**config.mk**
```make
export PLATFORM = sky130hd
export DESIGN_NAME = rsr_back
export DESIGN_NICKNAME = d
export VERILOG_FILES = /design/src/rtl/core/rsr_pkg.sv /design/src/rtl/core/rsr_back.sv
export SDC_FILE = /design/constraint.sdc
export NUM_CORES = 1
export LEC_CHECK = 0
export ABC_AREA = 1
export BUFFER_PORTS_ARGS = -buffer_cell sky130_fd_sc_hd__buf_2
export CORE_MARGIN = 2
export CORE_UTILIZATION = 44
export CTS_CLUSTER_DIAMETER = 50
export DETAILED_ROUTE_END_ITERATION = 6
export PLACE_DENSITY = 0.95
export SETUP_SLACK_MARGIN = 0.2
export SLEW_MARGIN = 5
export SYNTH_ARGS = -nofsm -noshare
export SYNTH_HDL_FRONTEND = slang
export SYNTH_SLANG_ARGS = --single-unit
```
**constraint.sdc**
```tcl
create_clock -name clk -period 4.2 [get_ports clk]
set_clock_uncertainty 0.1 [all_clocks]
set_input_delay 0.42 -clock clk [delete_from_list [all_inputs] [get_ports clk]]
set_output_delay 0.42 -clock clk [all_outputs]
set_load 0.02 [all_outputs]
```
**src/rtl/core/rsr_pkg.sv**
```systemverilog
package rsr_pkg;

  localparam int DEF_MAX_WIDTH = 1024;

  localparam int PIX_W      = 8;
  localparam int IW_W       = 11;
  localparam int AX_W       = 10;
  localparam int TOL_W      = 8;
  localparam int CFG_IDX_W  = 3;
  localparam int CFG_DATA_W = 11;

  localparam logic [CFG_IDX_W-1:0] CFG_IMAGE_WIDTH      = 3'd0;
  localparam logic [CFG_IDX_W-1:0] CFG_AXIS_COLUMN      = 3'd1;
  localparam logic [CFG_IDX_W-1:0] CFG_TOLERANCE        = 3'd2;
  localparam logic [CFG_IDX_W-1:0] CFG_ASYMMETRIC_VALUE = 3'd3;
  localparam logic [CFG_IDX_W-1:0] CFG_REMOVE_MODE      = 3'd4;

  localparam logic [IW_W-1:0]  RST_IMAGE_WIDTH      = 11'd640;
  localparam logic [AX_W-1:0]  RST_AXIS_COLUMN      = 10'd320;
  localparam logic [TOL_W-1:0] RST_TOLERANCE        = 8'd5;
  localparam logic [PIX_W-1:0] RST_ASYMMETRIC_VALUE = 8'd128;
  localparam logic             RST_REMOVE_MODE      = 1'b0;

  // queue between front and back
  localparam int QDEPTH = 4;
  localparam int QPTR_W = $clog2(QDEPTH);
  localparam int QCNT_W = $clog2(QDEPTH + 1);

  typedef struct packed {
    logic [IW_W-1:0]  image_width;
    logic [AX_W-1:0]  axis_column;
    logic [TOL_W-1:0] tolerance;
    logic [PIX_W-1:0] asymmetric_value;
    logic             remove_mode;
  } rsr_cfg_t;

  typedef struct packed {
    logic [PIX_W-1:0] pixel;
    logic             asym;
    logic             row_last;
  } rsr_beat_t;

endpackage

```
**src/rtl/core/rsr_back.sv**
```systemverilog
module rsr_back (
  input  logic                      clk,
  input  logic                      rst_n,
  input  rsr_pkg::rsr_cfg_t         cfg,
  input  logic                      q_valid,
  input  rsr_pkg::rsr_beat_t        q_head,
  output logic                      q_pop,
  output logic                      out_valid,
  input  logic                      out_ready,
  output logic [rsr_pkg::PIX_W-1:0] out_pixel,
  output logic                      out_last
);
  import rsr_pkg::*;

  logic             out_valid_r;
  logic [PIX_W-1:0] out_pixel_r;
  logic             out_last_r;
  logic [PIX_W-1:0] recol;
  logic [PIX_W:0]   lim;
  logic [PIX_W-1:0] result;

  assign q_pop = q_valid && (!out_valid_r || out_ready);

  assign recol = (q_head.asym && q_head.pixel != '0) ? cfg.asymmetric_value : q_head.pixel;
  assign lim   = {1'b0, cfg.asymmetric_value} + (PIX_W + 1)'(1);
  // remove mode drops anything brighter than the marker plus one
  assign result = (cfg.remove_mode && ({1'b0, recol} > lim)) ? '0 : recol;

  always_ff @(posedge clk) begin
    if (!rst_n) begin
      out_valid_r <= 1'b0;
    end else if (q_pop) begin
      out_valid_r <= 1'b1;
    end else if (out_ready) begin
      out_valid_r <= 1'b0;
    end
  end

  always_ff @(posedge clk) begin
    if (q_pop) begin
      out_pixel_r <= result;
      out_last_r  <= q_head.row_last;
    end
  end

  assign out_valid = out_valid_r;
  assign out_pixel = out_pixel_r;
  assign out_last  = out_last_r;

endmodule

```
==> Word-level counts from Yosys, hierarchy flattened <==
Cells that the tools add are included.
{ "classes": {"n_reduce_logical": 7, "n_mux": 3, "addsub": 1, "magnitude_cmp": 1} }
{ "ops": {"columns": ["operator", "n"], "rows": [
  ["$add 8x1->9 const B", 1],
  ["$gt 8x9->1", 1],
  ["$mux 8", 1],
  ["$reduce_bool 8->1", 1],
  ["$logic_and 1x1->1", 3],
  ["$mux 1", 2],
  ["$reduce_bool 2->1", 1],
  ["$logic_not 1->1", 1],
  ["$logic_or 1x1->1", 1]
]} }
{ "word_totals": {"reg_bits": 10, "output_inout_bits": 11, "input_bits": 52, "elab_cells": 15} }

==> Logic depth before layout (Yosys ltp) <==
Gate-level depths: netlist of run 1.
{ "logic_depth": {"word_depth": 5, "ltp_mapped": 14, "mapped_depth_nobuf": 14} }

==> Least setup slack after synthesis of run 1 <==
Ideal clock, no wire load.
{ "synth_timing": {"path_type": "in2reg", "startpoint": "input port q_head[4] in the netlist's numbering", "endpoint": "register out_pixel_r[1], in the netlist out_pixel[1] (data pin)", "t_arrival_ns": 1.900, "t_required_ns": 3.835, "path_buffers": 0, "slack_ns": 1.934, "setup_time_ns": 0.265, "cell_stages": 14, "cell_sequence": "nor2_1 > nand4_4 > nand2_4 > nand2_1 > nand2_1 > inv_1 > ha_1 > nand2_1 > nor2_1 > nand2_1 > nand3_1 > nand2_1 > nand2_1 > a21oi_1"} }
{ "synth_between": {"elab_chain_cells": 5} }
{ "synth_lines": {"columns": ["element", "line", "source"], "rows": [
  ["start, declared", "rsr_back.sv:6", "input rsr_pkg::rsr_beat_t q_head,"],
  ["$reduce_bool 8->1", "rsr_back.sv:24", "assign recol = (q_head.asym && q_head.pixel != '0) ? cfg.asymmetric_value : q_head.pixel;"],
  ["$logic_and 1x1->1", "rsr_back.sv:24", null],
  ["$mux 8", "rsr_back.sv:24", null],
  ["named net recol[4]", "rsr_back.sv:18", "logic [PIX_W-1:0] recol;"],
  ["$gt 8x9->1", "rsr_back.sv:27", "assign result = (cfg.remove_mode && ({1'b0, recol} > lim)) ? '0 : recol;"],
  ["$logic_and 1x1->1", "rsr_back.sv:27", null],
  ["end signal, assigned", "rsr_back.sv:41", "out_pixel_r <= result;"],
  ["end, declared", "rsr_back.sv:16", "logic [PIX_W-1:0] out_pixel_r;"]
]} }
The timed path passes the listed nets, and every way through them passes these cells.
A chain may end at the register's enable or synchronous reset.

==> Worst setup path after layout of run 1 <==
{ "layout_timing": {"startpoint": "input port q_head[4] in the netlist's numbering", "endpoint": "register out_pixel_r[2], in the netlist out_pixel[2] (data pin)"} }
Same word-level chain as after synthesis.

==> results by group, run 1 <==
STA
  – Min Clock Period, post-route: 2.37 ns
  – Final hold vios: 0
  – Setup TNS: 0 ns
  – Worst-Margin Slew: 0.822 ns
  – Max-slew headroom: 0.452
  – F_max: 423 MHz
  – Final Worst Setup Slack: 1.83 ns
  – Setup violators final: 0
  – Max-slew violations: 0
  – Final Cycle Share: 0.563
  – RSZ-0062 raised after global routing: false

Critical path
  – Slowest CP cell: ha_1
  – Worst path max stage delay: 0.29 ns
  – Delay-heaviest family, CP: simple AND/OR/NAND/NOR gates
  – Cell mode on critical path: nand2_1
  – Crit Path Class: in2reg
  – Crit end category: register
  – Worst-path fanout max: 9
  – Critical Path Source Type: primary input
  – CP bufs+invs: 2
  – CP cell instances: buf_2 -> nor2_1 -> nand4_4 -> nand2_4 -> nand2_1 -> nand2_1 -> inv_1 -> ha_1 -> nand2_1 -> nor2_1 -> nand2_1 -> nand3_1 -> nand2_1 -> nand2_1 -> a21oi_1
  – Critical path arrival: 2.26 ns
  – Critical path data required time: 4.10 ns

GRT
  – First-pass GRT wire length: 3170 um
  – Largest net degree at the start of global routing: 11
  – Gr ovfl total: 0
  – Initial antenna violation count: 0
  – Tot GR Track Use: 0.161
  – Vias in the first global route: 813

Synthesis
  – Synth cell types: 20
  – Count of flip-flops with a built-in enable after synthesis: 9
  – Post-Synth Adder-Cell Area: 0.123
  – Largest family of logic cells by synthesized area: simple AND/OR/NAND/NOR gates
  – Most common cell in the netlist: inv_1
  – Synth top cells by count: inv_1 (30), nand2_1 (28), nand3_1 (11)
  – Multiplexer share of the synthesized area: 0
  – Simple-Gate Fraction of Synth Area: 0.296
  – Syn_area_per_cell: 7.47 um^2
  – Yosys reg bits: 10
  – Mapped Nets: 184
  – Mapped Area: 918 um^2
  – Xor and xnor area share after synthesis: 0.0572
  – Ranking of synthesized cells by area: edfxtp_1 (29%), ha_1 (12%), inv_1 (12%), nand2_1 (11%), nand3_1 (6.0%)
  – Synth Area in Compound Gates: 0.0804
  – Share of flip-flops with an asynchronous set or reset: 0
  – Seq/Total Area, Yosys: 0.316
  – Top cell type's share of synthesized area: 0.294
  – Cell taking the most area after synthesis: edfxtp_1
  – Most used flip-flop cell after synthesis: edfxtp_1
  – Yosys warning count: 0
  – Mapped Cells: 123

Floorplanning
  – Initial Util: 0.468
  – # IOs: 63
  – Die H: 49.7 um
  – Core area: 0.00196 mm^2
  – DIE AREA: 0.00247 mm^2
  – Die width: 49.7 um
  – Row count: 16

Drt
  – Wire per inst: 9.36 um
  – DRT iter0 DRCs: 17
  – Vias/cell: 4.70
  – DRC: 0
  – Routed Antenna Nets: 0
  – Final WL: 1740 um
  – DR vias: 874
  – Pre-antenna DRT Iters: 4

Placed design
  – GPL Wtd Cong: 0.863
  – DP Worst Slack: 1.58 ns
  – Inst Count DP: 182
  – Number of port buffers: 33
  – HPWL Detailed: 1540 um

Clock tree
  – Num Clock Sinks: 10
  – Post-CTS Hold Buffers: 0
  – Max Buffers Root-to-Sink: 2
  – H-tree depth: 1
  – Post-CTS Setup Bufs: 0
  – CTS buffer count: 3
  – Clk_lat worst skew: 0.26 ns
  – Root buffer cell: clkbuf_4
  – CTS clk-pin slew, worst paths: 0.06 ns
  – CTS tree: done
  – Post-CTS sizing: 0

Finish
  – Util after Layout: 0.580
  – Antenna cells: 0
  – Final Non-Filler Cells: 186
  – P&R area growth vs syn: 24.0%
  – Share of cells above drive strength 1: 0.283
  – NumNets Final: 221

Outcome
  – Outcome: finished clean

Pwr
  – Max IR drop VDD: 127 uV
  – Cell Pwr Density: 248 mW/mm^2
  – Leakage: 0.651 nW

Worst hold path
  – Worst Hold Class: in2reg

Job
  – Max cap viols: 0
[path summary, 6_finish.rpt]
kind / from / end / slack, ns / depth (start not counted)
hold / removal: q_head[0] / out_last / 0.24 / 1
hold reg to reg: out_valid / out_valid / 0.41 / 2
setup reg to reg: out_valid / out_last / 2.74 / 1
setup / recovery: q_head[4] / out_pixel[2] / 1.83 / 15
[flip-flops by register name, summed over array words and instances, names as in the netlist]
register,flops
out_valid,1
out_pixel,8
out_last,1
[cells by family after synthesis]
group	after synthesis
buf+inv	31
xor+xnor	6
compound gates	13
simple gates	54
fa+ha+maj	9
flops	10
[final cells by class]
| class | count | area, um^2 |
|---|---|---|
| clock buffers | 3 | 22.5 |
| clock inverters | 1 | 3.75 |
| inverters | 30 | 113 |
| repair buffers | 33 | 165 |
| flip-flops and latches | 10 | 290 |
| multi-input cells | 82 | 510 |
| well taps | 27 | 33.8 |
| fillers | 206 | 823 |
[cells in the final DEF (no fill, tap or decap), drive strengths merged]
master	n
buf	33
inv	30
nand2	30
nand3	13
a21oi	11
ha	9
edfxtp	9
nor2	8
xor2	5
clkbuf	3
nor3	2
nand4	1
xnor2	1
a21o	1
a21boi	1
clkinv	1
dfxtp	1
[metrics by stage]
step | cell area [um^2] | hold WS (ns) | power (mW)
final | 1140 | 0.244 | 0.283
after global routing | 1140 | 0.237 | 0.304
after CTS | 1140 | 0.239 | 0.286
after detailed placement | 1110 | 0.395 | 0.223
after global placement | 1110 | 0.366 | 0.218
after floorplan | 918 | 0.419 | 0.191
[routing by layer]
metal,routed length [um],part of all wire,vias up,track usage
met2,876,0.50,37,0.276
met5,0,0,-,0
li1,-,-,463,-
met1,714,0.41,370,0.202
met4,27,0.016,0,0.0694
met3,123,0.071,4,0.0212
[power breakdown]
part           internal, mW  switching [mW]  total (mW)
Combinational        0.0374          0.0614      0.0988
Sequential            0.120         0.00182       0.122
Clock                0.0341          0.0280      0.0621
No activity file was read; power rests on OpenSTA's default activity.
==> run 2: changes to the inputs <==
CORE_UTILIZATION = 41   (was 44)
PLACE_DENSITY = 0.9   (was 0.95)
clock period = 2.2 ns   (was 4.2 ns; I/O delays follow)
==> run 2 against run 1 <==
Effect of this change: worst hold slack got worse by 0.22 ns; register-to-register slack got worse by 1.6 ns; global-route usage rose by 0.24 points; combinational power rose to 2.6 times the previous value; clock power rose by 110%; sequential power rose by 90%; final area rose by 21%; sequential share of layout area fell by 4.4 points; critical path depth did not move; via count rose by 7.3%; critical endpoint is now out_pixel[1].
==> results by group, run 2 (synthesis results as in run 1) <==
STA
  – Final Cycle Share: 0.878
  – Worst-Margin Slew: 0.214 ns
  – Min Clock Period, post-route: 1.93 ns
  – F_max: 517 MHz
  – Max-slew violations: 0
  – Final hold vios: 0
  – Setup violators final: 0
  – Max-slew headroom: 0.857
  – RSZ-0062 raised after global routing: false

Critical path
  – Worst R2R End: out_pixel[4]
  – Critical Path Source Type: primary input
  – CP Capture Point: out_pixel[1]
  – Register-to-Register Path Depth: 2
  – Worst-path fanout max: 8
  – CP startpoint: q_head[4]
  – Crit Path Class: in2reg
  – Flop-to-flop setup slack: 1.14 ns
  – Crit end category: register
  – R2r startpoint: out_valid
  – Critical path arrival: 1.84 ns
  – Critical path data required time: 2.11 ns

Drt
  – DRT iter0 DRCs: 13
  – Wire per inst: 10.7 um
  – Pre-antenna DRT Iters: 4
  – Routed Antenna Nets: 0
  – Vias/cell: 4.81
  – DR vias: 938
  – DRC: 0
  – Final WL: 2090 um

Worst hold path
  – Worst Hold Class: in2reg

Finish
  – Largest register FFs: 8
  – P&R area growth vs syn: 49.9%
  – Antenna cells: 0
  – Share of cells above drive strength 1: 0.467
  – Count of filler cells inserted in the layout: 185
  – NumNets Final: 229
  – Util after Layout: 0.634
  – Most common cell after layout, fill and taps aside: buf_2
  – FF+latch area: 290 um^2
  – Area of the multi-input gates: 668 um^2
  – Final non-filler cell area: 0.00138 mm^2
  – Commonest cells after routing, fill and taps aside: buf_2 (32), inv_1 (29), nand2_1 (23), nand3_1 (10), edfxtp_1 (9)

Clock tree
  – Root buffer cell: clkbuf_4
  – CTS tree: done
  – Clk_lat worst skew: 0.26 ns
  – Num Clock Sinks: 10
  – CTS clk-pin slew, worst paths: 0.06 ns
  – H-tree depth: 1
  – Max Buffers Root-to-Sink: 2
  – CTS buffer count: 3
  – Post-CTS Hold Buffers: 0

Floorplanning
  – DIE AREA: 0.00263 mm^2
  – Die H: 51.3 um
  – Core area: 0.00217 mm^2
  – Initial Util: 0.423
  – Die width: 51.3 um
  – Row count: 17
  – # IOs: 63

Pwr
  – Max IR drop VDD: 298 uV
  – Cell Pwr Density: 446 mW/mm^2
  – Leakage: 0.709 nW

GRT
  – Tot GR Track Use: 0.164
  – GRT met3 Usage: 0.0175
  – Vias in the first global route: 840
  – Initial antenna violation count: 0
  – Met2 Resource Use GR: 0.301
  – Largest net degree at the start of global routing: 11
  – Gr busiest metal: met2
  – GR Layer Usage met1: 0.181
  – First-pass GRT wire length: 3290 um
  – Gr ovfl total: 0

Placed design
  – Placed instance area: 0.00117 mm^2
  – HPWL Detailed: 1630 um
  – Number of port buffers: 33
  – GPL Wtd Cong: 0.821

Outcome
  – Outcome: finished clean

Job
  – Max cap viols: 0
## run 2: worst max-delay path, stage by stage
cell     delay [ns]
buf_2          0.12
nor2_4         0.12
nand4_4        0.13
buf_6          0.16
nand3_1        0.10
nand2_2        0.09
inv_2          0.08
ha_4           0.20
nand2_1        0.09
nor2_2         0.05
nand3_1        0.08
nand2_2        0.07
nor2_4         0.12
buf_12         0.14
a21oi_2        0.06
## run 2: power breakdown
group / total [mW] / switching [mW] / leakage [nW] / internal (mW)
logic: 0.253 / 0.150 / 0.597 / 0.103
registers: 0.232 / 0.00392 / 0.0964 / 0.229
clock network: 0.128 / 0.0579 / 0.0150 / 0.0699
## run 2: area by class of cell
cell class / instances / share of cell area
clock buffers: 4 / 0.0191
repair buffers: 41 / 0.177
multi-input cells: 82 / 0.485
inverters: 30 / 0.0818
flip-flops and latches: 10 / 0.211
well taps: 28 / 0.0255
## run 2: metrics by stage
step           hold slack [ns]  TNS (ns)  power, mW  std cells  worst slack (ns)
3_3_place_gp             0.304    -0.172      0.433        189           -0.0260
2_1_floorplan            0.219         0      0.367        123             0.201
3_5_place_dp             0.304    -0.279      0.440        189           -0.0439
5_1_grt                 0.0145         0      0.657        195             0.162
6_report                0.0248         0      0.613        195             0.268
4_1_cts                 0.0216         0      0.569        193             0.233
## run 2: metal layers
layer  share of wire  wire length [um]  vias to the layer above
li1                -                 -                      477
met1            0.41               857                      421
met3           0.046                97                        7
met4           0.027                57                        0
met2            0.52              1080                       33
met5               0                 0                        -
## run 2: worst min-delay path by stage
| stage | start | to | cells after the start | slack [ns] |
|---|---|---|---|---|
| after global placement | q_head[0] | out_last | 1 | 0.30 |
| after global routing | q_head[0] | out_last | 1 | 0.01 |
| after floorplan | q_head[0] | out_last | 0 | 0.22 |
| after CTS | q_head[0] | out_last | 1 | 0.02 |
| after detailed placement | q_head[0] | out_last | 1 | 0.30 |
| final | q_head[0] | out_last | 1 | 0.02 |
## run 2: timing repair
action,in CTS,in global routing
buffers inserted,0,2
setup endpoints to repair,0,8
resized for setup,0,33
