$ cat config.mk
export PLATFORM = sky130hd
export DESIGN_NAME = rsr_queue
export DESIGN_NICKNAME = d
export VERILOG_FILES = /design/src/rtl/core/rsr_pkg.sv /design/src/rtl/core/rsr_queue.sv
export SDC_FILE = /design/constraint.sdc
export NUM_CORES = 1
export LEC_CHECK = 0
export BUFFER_PORTS_ARGS = -buffer_cell sky130_fd_sc_hd__buf_4
export CAP_MARGIN = 20
export CORE_MARGIN = 4
export CORE_UTILIZATION = 55
export CTS_CLUSTER_DIAMETER = 120
export DETAILED_ROUTE_END_ITERATION = 16
export GPL_TIMING_DRIVEN = 0
export PLACE_DENSITY = 0.84
export SETUP_SLACK_MARGIN = 0.3
export SLEW_MARGIN = 25
export SYNTH_ARGS = -nofsm -noshare
export SYNTH_HDL_FRONTEND = slang
export SYNTH_SLANG_ARGS = --single-unit
$ cat constraint.sdc
create_clock -name clk -period 5.6 [get_ports clk]
set_input_delay 0.56 -clock clk [delete_from_list [all_inputs] [get_ports clk]]
set_output_delay 0.56 -clock clk [all_outputs]
set_load 0.005 [all_outputs]
$ cat src/rtl/core/rsr_pkg.sv
package rsr_pkg;

  localparam int DEF_MAX_WIDTH = 1024;

  localparam int PIX_W      = 8;
  localparam int IW_W       = 11;
  localparam int AX_W       = 10;
  localparam int TOL_W      = 8;
  localparam int CFG_IDX_W  = 3;
  localparam int CFG_DATA_W = 11;

  localparam logic [CFG_IDX_W-1:0] CFG_IMAGE_WIDTH      = 3'd0;
  localparam logic [CFG_IDX_W-1:0] CFG_AXIS_COLUMN      = 3'd1;
  localparam logic [CFG_IDX_W-1:0] CFG_TOLERANCE        = 3'd2;
  localparam logic [CFG_IDX_W-1:0] CFG_ASYMMETRIC_VALUE = 3'd3;
  localparam logic [CFG_IDX_W-1:0] CFG_REMOVE_MODE      = 3'd4;

  localparam logic [IW_W-1:0]  RST_IMAGE_WIDTH      = 11'd640;
  localparam logic [AX_W-1:0]  RST_AXIS_COLUMN      = 10'd320;
  localparam logic [TOL_W-1:0] RST_TOLERANCE        = 8'd5;
  localparam logic [PIX_W-1:0] RST_ASYMMETRIC_VALUE = 8'd128;
  localparam logic             RST_REMOVE_MODE      = 1'b0;

  // queue between front and back
  localparam int QDEPTH = 4;
  localparam int QPTR_W = $clog2(QDEPTH);
  localparam int QCNT_W = $clog2(QDEPTH + 1);

  typedef struct packed {
    logic [IW_W-1:0]  image_width;
    logic [AX_W-1:0]  axis_column;
    logic [TOL_W-1:0] tolerance;
    logic [PIX_W-1:0] asymmetric_value;
    logic             remove_mode;
  } rsr_cfg_t;

  typedef struct packed {
    logic [PIX_W-1:0] pixel;
    logic             asym;
    logic             row_last;
  } rsr_beat_t;

endpackage

$ cat src/rtl/core/rsr_queue.sv
module rsr_queue (
  input  logic                       clk,
  input  logic                       rst_n,
  input  logic                       push,
  input  rsr_pkg::rsr_beat_t         push_beat,
  input  logic                       pop,
  output logic                       head_valid,
  output rsr_pkg::rsr_beat_t         head,
  output logic [rsr_pkg::QCNT_W-1:0] count
);
  import rsr_pkg::*;

  rsr_beat_t         slot_r [QDEPTH];
  logic [QPTR_W-1:0] wr_ptr_r;
  logic [QPTR_W-1:0] rd_ptr_r;
  logic [QCNT_W-1:0] count_r;
  logic              do_pop;

  assign do_pop     = pop && (count_r != '0);
  assign head_valid = count_r != '0;
  assign head       = slot_r[rd_ptr_r];
  assign count      = count_r;

  always_ff @(posedge clk) begin
    if (!rst_n) begin
      wr_ptr_r <= '0;
      rd_ptr_r <= '0;
      count_r  <= '0;
    end else begin
      if (push) begin
        wr_ptr_r <= wr_ptr_r + QPTR_W'(1);
      end
      if (do_pop) begin
        rd_ptr_r <= rd_ptr_r + QPTR_W'(1);
      end
      if (push && !do_pop) begin
        count_r <= count_r + QCNT_W'(1);
      end else if (do_pop && !push) begin
        count_r <= count_r - QCNT_W'(1);
      end
    end
  end

  always_ff @(posedge clk) begin
    if (push) begin
      slot_r[wr_ptr_r] <= push_beat;
    end
  end

endmodule

======== Word level (Yosys, flattened, before mapping) ========
Memories as Yosys holds them, arrays and structs flattened. A register that Yosys moved wholly into a read port is not among the register bits.
Index checks and enable logic that the tools add are counted.
cells by class
  add/subtract/negate cells ............... 4
  multiplexer cells ....................... 6
  reductions and logical operators ........ 7
operators by type and width
  operator             number
  $mux 3               2
  $add 2x1->2 const B  2
  $mux 2               2
  $add 3x1->3 const B  1
  $logic_and 1x1->1    3
  $reduce_bool 3->1    1
  $sub 3x1->3 const B  1
  $logic_not 1->1      2
  $mux 1               2
  $reduce_bool 2->1    1
storage, ports and cells
  bits in registers ....................... 7
  RAM bits ................................ 40
  bits of input ports ..................... 14
  output and inout port bits .............. 14
  logic and storage cells ................. 21
  memories kept ........................... 1
memories
  name    words  width  rd ports  clocked after Yosys merged registers in  write ports  RTL line         source
  slot_r  4      10     1         1                                        1            rsr_queue.sv:13  rsr_beat_t slot_r [QDEPTH];

======== Depth between registers and ports, before layout ========
Gate-level depths: netlist of run 1.
  word-level depth ........................ 5
  mapped depth ............................ 7
  depth with buffers taken out ............ 7

======== Least setup slack after synthesis of run 1 ========
No wires, ideal clock.
  kind .................................... flip-flop to flip-flop
  start ................................... register count_r[1] (netlist: count[1])
  end ..................................... register count_r[2] (netlist: count[2])
  library setup time ...................... 0.076 ns
  data arrival time ....................... 1.851 ns
  data required time ...................... 5.524 ns
  setup slack ............................. 3.673 ns
  stages on the path, launching flop included .. 8
  buffers on the path ..................... 0
  period minus slack after synthesis ...... 1.927 ns
  cells stage by stage .................... dfxtp_1 > o31ai_4 > ha_1 > inv_1 > fa_1 > xor2_1 > or3_1 > a21boi_0
between the ends
  word-level cells in the longest chain between the ends .. 5
  elaborated cells between the ends (all ways) .. 10
  classes of those cells .................. add/sub (2); mux (2); reduce/logical (6)
ends and longest elaborated chain
  element                                                              RTL line         source
  from (decl)                                                          rsr_queue.sv:16  logic [QCNT_W-1:0] count_r;
  from (signal assigned)                                               rsr_queue.sv:37  count_r <= count_r + QCNT_W'(1);
  from (signal assigned)                                               rsr_queue.sv:39  count_r <= count_r - QCNT_W'(1);
  parallel branches: the longest is 5 deep, another holds $sub 3x1->3  n/a
Parallel ways; which one is timed is not known. The select of a mux whose other input is x is not followed.
A chain may end at the register's enable or synchronous reset.

==> summary.txt, run 1 <==
Floorplanning
  • Die H: 66.9 um
  • Row count: 21
  • Die width: 66.9 um
  • Core region area: 3340 um^2
  • Die area: approximately 4500 um^2
  • IO Pins: 28
  • Initial Utilization: 0.572

Clock network
  • Resize count post-CTS: 0
  • Clock Sinks: 49
  • CTS H-tree lvls: 2
  • Setup bufs post-CTS: 0
  • Clk root buf: clkbuf_4
  • CTS max path bufs: 2
  • TritonCTS clock tree: done
  • Hold buffer count at CTS: 0
  • Clk_lat worst skew: 0.36 ns
  • Clock transition at the registers of the reported paths: 0.14 ns
  • CTS Buf Count: 5

Setup path
  • Critical Path AT: between 1.5 and 2 ns
  • Crit path capture type: output port
  • Reg2reg setup slack: between 3 and 4 ns
  • Startpoint types: register
  • Critical path type: reg2out
  • Worst Path Max Fanout: 10
  • Required @ worst endpoint: 5.04 ns
  • Reg2Reg Depth: 7

Logic synthesis
  • Synth cell types: 19
  • Largest area contributor in the netlist: edfxtp_1
  • Synth warnings: 0
  • Top cell type's share of synthesized area: 0.629
  • Ranking of synthesized cells by area: edfxtp_1, mux4_2, dfxtp_1
  • Netlist Area Pre-Place: 1910 um^2
  • Net count after synthesis: 114
  • Number of synthesized register bits: 49
  • Sequential-to-total area share from yosys stat: 0.723
  • Avg Inst Size Synth: 20.3 um^2
  • Synth Instances: 94

Global route
  • Initial antenna violation count: 0
  • Gr ovfl total: 0
  • Vias in the first global route: ~950
  • Largest net degree at the start of global routing: 16
  • GRT Total Usage: 0.155
  • Global-route wire length before repair: roughly 4.7 mm

Detailed routing
  • DRC: 0
  • Top routing layer used: met4
  • TritonRoute pass-1 iters: 4
  • DR WL/cell: 16.6 um
  • Met2 WL: between 1.5 and 2 mm
  • Final ANT Viol Nets: 0
  • Vias: 934
  • DR WL met3: 172 um
  • Drt initial violations: 54
  • WL final: just under 3 mm
  • DRT met1 WL: 1.16 mm
  • DR vias/cell: between 5 and 6

Placed design
  • Dpl cell area: 2170 um^2
  • Input/output buffers: 27
  • GPL Wtd Cong: 0.668
  • HPWL Detailed: 2.04 mm

Layout
  • Share of layout cells above drive strength 1: 0.380
  • Final core utilization: 0.674
  • Layout fillers: 228
  • Area delta synth->final: 17.8%
  • # diodes: 0
  • Nets: 148
  • Finished Cell Area: roughly 2200 um^2

Power and ir drop
  • Internal Dissipation: 0.666 mW
  • Sequential share of power: 0.511
  • Combinational share of power: 0.268
  • Peak supply drop: 222 uV
  • Net Sw Frac: 0.250
  • Net Sw Power: approximately 0.22 mW
  • Clock Power Share: 0.220
  • Power Density: 395 nW/um^2
  • P_leak: 0.798 nW

Timing
  • Slew @ Worst Pin: 0.523 ns
  • Sum Neg Setup Slack: 0 ns
  • Final critical-path share of the clock period: 0.385
  • Count of final hold-check violations: 0
  • Final setup viols: 0
  • Worst slew margin: 0.652
  • Fmax: 464 MHz
  • Final min period: 2.15 ns
  • Clk_skew: 0.0142 ns
  • RSZ-0062 raised after global routing: no
  • Pins over their slew limit: 0

Hold path
  • Worst min-delay path class: in2reg
  • Hold depth: 1

Run status
  • Outcome: completed

Flow run
  • Max Cap Viol: 0
[kinds of logic (layout without fill, tap and decap cells)]
logic type      Yosys count  after routing  synth area share
fa+ha+maj                 6              6            0.0433
mux                      12             12             0.128
flops                    49             49             0.723
buf+inv                   5             40            0.0124
compound gates            4              4            0.0262
simple gates             13             13            0.0433
xor+xnor                  5              5            0.0229
[metrics by stage]
stage	power (mW)	setup WS, ns	instances	hold WS [ns]
finish	0.888	3.45	175	0.395
global route	0.935	3.35	175	0.363
CTS	0.901	3.40	175	0.375
detailed placement	0.707	3.48	167	0.585
global placement	0.697	3.53	167	0.541
floorplan	0.606	3.67	94	0.528
[critical path, stage by stage (launching register included)]
cell     delay (ns)
dfxtp_1        0.33
buf_4          0.22
mux4_2         0.53
buf_4          0.15
[synth_stat cells, drive strengths merged]
| master | instances |
|---|---|
| a21boi | 1 |
| and2 | 9 |
| buf | 1 |
| clkbuf | 1 |
| dfxtp | 9 |
| edfxtp | 40 |
| fa | 1 |
| ha | 5 |
| inv | 3 |
| mux2i | 2 |
| mux4 | 10 |
| nor2b | 2 |
| o21ai | 1 |
| o311ai | 1 |
| o31ai | 1 |
| or3 | 2 |
| xnor2 | 3 |
| xor2 | 2 |
[state kept, by name (all words and copies together) (netlist names), named ones only]
register  cells
count         3
rd_ptr_r      2
slot_r       40
wr_ptr_r      2
[layout by cell type (no fill, tap or decap)]
cell type   Yosys  layout
xnor2_1         3       3
and2_1          9       9
o21ai_0         1       1
dfxtp_1         9       9
clkinvlp_4      0       1
or3_1           1       1
ha_1            5       5
mux2i_1         2       2
xor2_1          2       2
inv_1           3       3
o31ai_4         1       1
a21boi_0        1       1
clkbuf_2        1       1
clkinv_1        0       1
mux4_2         10      10
clkbuf_4        0       5
o311ai_2        1       1
edfxtp_1       40      40
buf_4           1      28
bufinv_16       0       1
fa_1            1       1
or3_2           1       1
nor2b_1         2       2
[final timing paths]
check,start,end
max,register,head[9]
min,push_beat[4],slot_r[1][4]
max reg2reg,count[1],count[2]
min reg2reg,rd_ptr_r[1],register
[layer usage]
| metal | vias up | track usage |
|---|---|---|
| met2 | 30 | 0.270 |
| met5 | - | 0 |
| met4 | 0 | 0.0684 |
| met1 | 465 | 0.171 |
| li1 | 435 | - |
| met3 | 4 | 0.0506 |
[layout make-up]
type	count	area, um^2	area share
Clock inverter	3	41.3	0.0184
Buffer	2	12.5	0.00556
Timing Repair Buffer	27	203	0.0901
Sequential cell	49	1380	0.614
Tap cell	46	57.6	0.0256
Clock buffer	5	37.5	0.0167
Multi-Input combinational cell	40	504	0.224
Inverter	3	11.3	0.00501
[power groups by stage]
| stage | clock, mW | combinational (mW) | sequential (mW) |
|---|---|---|---|
| 3_3_place_gp | 0 | 0.238 | 0.459 |
| 4_1_cts | 0.201 | 0.245 | 0.455 |
| 5_1_grt | 0.215 | 0.261 | 0.459 |
| 2_1_floorplan | 0 | 0.148 | 0.458 |
| 3_5_place_dp | 0 | 0.244 | 0.463 |
| 6_report | 0.196 | 0.238 | 0.454 |
No activity file was read; power rests on OpenSTA's default activity.
==> run 2: changes to the inputs <==
==> constraint.sdc (replaced) <==
create_clock -name clk -period 2.2 [get_ports clk]
set_input_delay 0.22 -clock clk [delete_from_list [all_inputs] [get_ports clk]]
set_output_delay 0.22 -clock clk [all_outputs]
set_load 0.005 [all_outputs]
==> run 2 against run 1 <==
Wire length rose by 5.8%. Combinational power rose to 2.8 times the previous value. Global-route usage rose by 0.80 points. Register-to-register slack got worse by 3.2 ns. Critical endpoint is now count[2].
==> summary.txt, run 2 (synthesis results as in run 1) <==
Layout
  • Area delta synth->final: 19.0%
  • # diodes: 0 (unchanged)
  • Nets: 152 (+2.7%)
  • Most frequent cells in the layout: edfxtp_1, buf_4, mux4_2
  • Max FFs per register: 40 (unchanged)
  • Share of layout cells above drive strength 1: 0.436 (+0.0562)
  • Final core utilization: 0.681 (+0.00712)
  • Largest Register: slot_r
  • Most common cell after layout, fill and taps aside: edfxtp_1

Floorplanning
  • Die H: 66.9 um (unchanged)
  • IO Pins: 28 (unchanged)
  • Row count: 21 (unchanged)
  • Die width: 66.9 um (unchanged)
  • Die area: 4480 um^2 (unchanged)
  • Core region area: 3340 um^2 (unchanged)
  • Initial Utilization: 0.572 (unchanged)

Setup path
  • Critical Path AT: 2.20 ns (+0.61 ns)
  • Required @ worst endpoint: 2.48 ns (-2.56 ns)
  • Worst Path Max Fanout: 2 (-8)
  • Crit path capture type: register
  • Startpoint types: register
  • Critical path type: reg2reg

Timing
  • Worst slew margin: 0.647 (-0.00447)
  • Sum Neg Setup Slack: 0 ns (unchanged)
  • Final setup viols: 0 (unchanged)
  • Fin Hold WS: 0.0476 ns (-0.347 ns)
  • Final critical-path share of the clock period: 0.869
  • Fmax: 523 MHz
  • Clk_skew: 0.0105 ns (-0.00365 ns)
  • Final min period: 1.91 ns
  • RSZ-0062 raised after global routing: yes
  • Count of final hold-check violations: 0 (unchanged)
  • Slew @ Worst Pin: 0.529 ns (+0.00671 ns)
  • Pins over their slew limit: 0 (unchanged)

Detailed routing
  • DR WL/cell: 17.1 um (+3.4%)
  • WL final: 3.07 mm (+5.8%)
  • Final ANT Viol Nets: 0 (unchanged)
  • DRC: 0 (unchanged)
  • Vias: 946 (+1.3%)
  • TritonRoute pass-1 iters: 5 (+1)
  • Drt initial violations: 46 (-15%)
  • DR vias/cell: 5.28 (-0.98%)

Placed design
  • Input/output buffers: 27 (unchanged)
  • HPWL Detailed: 2.03 mm (-0.81%)
  • GPL Wtd Cong: 0.688 (+3.0%)

Global route
  • Gr ovfl total: 0 (unchanged)
  • Vias in the first global route: 959 (+0.84%)
  • Initial antenna violation count: 0 (unchanged)
  • GRT Total Usage: 0.163 (+0.00798)
  • Global-route wire length before repair: 4.88 mm (+3.1%)
  • Largest net degree at the start of global routing: 16 (unchanged)

Power and ir drop
  • Peak supply drop: 448 uV (+100%)
  • Power Density: 974 nW/um^2 (+150%)
  • P_leak: 0.812 nW (+1.7%)

Clock network
  • Hold buffer count at CTS: 0 (unchanged)
  • CTS Buf Count: 5 (unchanged)
  • Clock transition at the registers of the reported paths: 0.13 ns (about the same)
  • TritonCTS clock tree: done
  • Clk_lat worst skew: 0.36 ns (about the same)
  • Clock Sinks: 49 (unchanged)
  • CTS H-tree lvls: 2 (unchanged)
  • CTS max path bufs: 2 (unchanged)
  • Clk root buf: clkbuf_4

Hold path
  • Worst min-delay path class: in2reg

Run status
  • Outcome: completed

Flow run
  • Max Cap Viol: 0 (unchanged)
## run 2: layer usage
layer  wire length (um)  up-vias  global-route usage
met5                  0        -                   0
met4                 71        0              0.0835
met3                168        7              0.0523
met2               1700       31               0.276
met1               1130      471               0.183
li1                   -      437                   -
## run 2: final timing paths
kind                              startpoint           end  slack, ns  depth (start not counted)
worst max-delay path                count[0]      count[2]       0.29                          7
worst min-delay path            push_beat[9]  slot_r[3][9]       0.05                          1
worst max register to register      count[0]      count[2]       0.29                          7
worst min register to register      count[2]      count[2]       0.56                          2
## run 2: metrics by stage
stage	instance area [um^2]	power [mW]	cells	worst slack (ns)
floorplan	1910	1.55	94	0.320
global placement	2170	1.78	167	0.259
detailed placement	2170	1.81	167	0.186
CTS	2260	2.22	178	0.303
global route	2270	2.36	179	0.185
finish	2270	2.21	179	0.287
## run 2: layout make-up
type	instances	area (um^2)
Timing Repair Buffer	31	233
Clock inverter	3	17.5
Fill cell	239	1060
Inverter	3	11.3
Multi-Input combinational cell	40	509
Tap cell	46	57.6
Clock buffer	5	37.5
Buffer	2	16.3
Sequential cell	49	1390
## run 2: repair_timing
item	CTS	global route
pin swaps	3	1
cloned	0	0
gates resized for setup	5	1
setup endpoints to repair	1	6
setup buffers	3	1
## run 2: worst max-delay path, cell delays in order (launching register included)
cell	delay, ns
dfxtp_4	0.38
o31ai_4	0.27
ha_2	0.22
inv_1	0.05
fa_2	0.33
xor2_1	0.16
or3_1	0.30
a21boi_1	0.14
## run 2: report_power, final
part | internal (mW) | total (mW) | switching [mW]
clock | 0.121 | 0.385 | 0.264
sequential | 1.10 | 1.16 | 0.0617
combinational | 0.409 | 0.670 | 0.261
==> run 3: changes to the inputs <==
--- a/config.mk
+++ b/config.mk
@@ -12,7 +12,7 @@
 export CTS_CLUSTER_DIAMETER = 120
 export DETAILED_ROUTE_END_ITERATION = 16
 export GPL_TIMING_DRIVEN = 0
-export PLACE_DENSITY = 0.84
+export PLACE_DENSITY = 0.77
 export SETUP_SLACK_MARGIN = 0.3
 export SLEW_MARGIN = 25
 export SYNTH_ARGS = -nofsm -noshare
==> run 3 against run 2 <==
Sequential power hardly changed. Design area increased by 0.17%. Wire length is 3.9% lower. Flip-flop and latch count stayed put. Total power rose by 0.75%. Combinational power is 0.7% higher. Sequential share of layout area is 0.10 points lower. Utilization is 0.11 points higher. Critical path type unchanged.
==> summary.txt, run 3 (synthesis results as in run 1) <==
Power and ir drop
  • Peak supply drop: 546 uV (+22%)
  • Total power: 2.23 mW (+0.75%)
  • Power Density: 980 nW/um^2 (+0.59%)
  • P_leak: 0.811 nW (about the same)

Layout
  • Most common cell after layout, fill and taps aside: edfxtp_1
  • Most frequent cells in the layout: edfxtp_1, buf_4, mux4_2
  • Max FFs per register: 40 (unchanged)
  • Finished Cell Area: 2280 um^2 (+0.17%)
  • Nets: 152 (unchanged)
  • Layout fillers: 261 (+9.2%)
  • Share of layout cells above drive strength 1: 0.444 (+0.00752)
  • Non-Filler Instances: 179 (unchanged)
  • # diodes: 0 (unchanged)
  • Largest Register: slot_r
  • Final core utilization: 0.682 (+0.00112)
  • Area delta synth->final: 19.2%

Setup path
  • Crit path capture type: register
  • Slowest stage delay, CP: 0.38 ns (about the same)
  • Crit path max-delay family: adder cells
  • Required @ worst endpoint: 2.51 ns (+0.03 ns)
  • Startpoint types: register
  • Worst path cell trace: o31ai_4 -> ha_2 -> inv_1 -> fa_2 -> xor2_1 -> or3_1 -> a21boi_1
  • Critical path type: reg2reg
  • Bufs and invs on worst path: 1 (unchanged)
  • Worst Path Max Fanout: 2 (unchanged)
  • Slowest CP cell: dfxtp_4
  • Critical Path AT: 2.19 ns (about the same)

Run status
  • Outcome: completed

Detailed routing
  • DR vias/cell: 5.11 (-3.4%)
  • Drt initial violations: 64 (+39%)
  • Vias: 914 (-3.4%)
  • Final ANT Viol Nets: 0 (unchanged)
  • DR WL/cell: 16.5 um (-3.9%)
  • WL final: 2.95 mm (-3.9%)
  • DRC: 0 (unchanged)
  • TritonRoute pass-1 iters: 4 (-1)

Global route
  • Gr ovfl total: 0 (unchanged)
  • Largest net degree at the start of global routing: 17 (+1)
  • GRT Total Usage: 0.158 (-0.00494)
  • Initial antenna violation count: 0 (unchanged)
  • Vias in the first global route: 993 (+3.5%)
  • Global-route wire length before repair: 4.82 mm (-1.1%)

Floorplanning
  • Die H: 66.9 um (unchanged)
  • IO Pins: 28 (unchanged)
  • Die width: 66.9 um (unchanged)
  • Core region area: 3340 um^2 (unchanged)
  • Initial Utilization: 0.572 (unchanged)
  • Die area: 4480 um^2 (unchanged)
  • Row count: 21 (unchanged)

Placed design
  • Dpl cells: 167 (unchanged)
  • Dpl cell area: 2170 um^2 (unchanged)
  • Input/output buffers: 27 (unchanged)
  • Pre-CTS setup slack: 0.195 ns (+0.00985 ns)
  • GPL Wtd Cong: 0.670 (-2.6%)
  • HPWL Detailed: 2.05 mm (+1.0%)

Timing
  • Final min period: 1.88 ns (-0.0323 ns)
  • Clk_skew: 0.0105 ns (-0.0000451 ns)
  • Slew @ Worst Pin: 0.534 ns (+0.00452 ns)
  • RSZ-0062 raised after global routing: yes
  • Worst slew margin: 0.644 (-0.00301)
  • Fin Hold WS: 0.0408 ns (-0.00683 ns)
  • Sum Neg Setup Slack: 0 ns (unchanged)
  • Final critical-path share of the clock period: 0.855 (-0.0147)
  • Final setup viols: 0 (unchanged)
  • Setup ws final: 0.320 ns (+0.0323 ns)
  • Fmax: 532 MHz (+1.7%)
  • Pins over their slew limit: 0 (unchanged)
  • Count of final hold-check violations: 0 (unchanged)

Clock network
  • Clock transition at the registers of the reported paths: 0.14 ns (about the same)
  • CTS Buf Count: 5 (unchanged)
  • TritonCTS clock tree: done
  • Clock Sinks: 49 (unchanged)
  • CTS max path bufs: 2 (unchanged)
  • Clk_lat worst skew: 0.36 ns (about the same)
  • Clk root buf: clkbuf_4
  • CTS H-tree lvls: 2 (unchanged)

Hold path
  • Worst min-delay path class: in2reg

Flow run
  • Max Cap Viol: 0 (unchanged)
-- run 3: cell count changes in the layout (fill, tap and decap cells not counted) --
cell	previous run	this run
inv_6	0	1
clkinvlp_4	0	1
clkinv_4	1	0
clkinv_1	1	0
-- run 3: where the power goes --
part	internal [mW]	leakage [nW]	switching, mW	total, mW
sequential	1.10	0.443	0.0514	1.15
clock	0.127	0.0316	0.280	0.407
combinational	0.412	0.337	0.263	0.675
-- run 3: worst paths after layout --
path,start,to,slack [ns],depth (start not counted)
worst min-delay path,push_beat[2],slot_r[3][2],0.04,1
worst max register to register,count[1],count[2],0.32,7
worst max-delay path,count[1],count[2],0.32,7
worst min register to register,count[2],count[2],0.55,2
-- run 3: area by class of cell --
class                           count  area, um^2  share of cell area
Inverter                            3        11.3             0.00495
Timing Repair Buffer               31         233               0.102
Sequential cell                    49        1390               0.611
Clock inverter                      3        21.3             0.00935
Tap cell                           46        57.6              0.0253
Multi-Input combinational cell     40         509               0.224
Buffer                              2        16.3             0.00715
Clock buffer                        5        37.5              0.0165
-- run 3: what timing repair did --
| item | CTS | global route |
|---|---|---|
| pin swaps | 3 | 1 |
| gates resized for setup | 5 | 1 |
| setup buffers | 4 | 0 |
| endpoints found under the setup margin | 1 | 11 |
| hold buffers | 0 | 0 |
-- run 3: per-layer routing --
layer | GRT usage | wire (um) | up-vias | share of wire
li1 | - | - | 437 | -
met1 | 0.189 | 1150 | 457 | 0.39
met2 | 0.261 | 1630 | 18 | 0.55
met3 | 0.0455 | 139 | 2 | 0.047
met4 | 0.0759 | 27 | 0 | 0.0092
met5 | 0 | 0 | - | 0
-- run 3: worst register-to-register path, stage by stage (launching register included) --
cell and delay, ns:
dfxtp_4 0.38, o31ai_4 0.26, ha_2 0.22, inv_1 0.05, fa_2 0.33, xor2_1 0.15
or3_1 0.31, a21boi_1 0.12
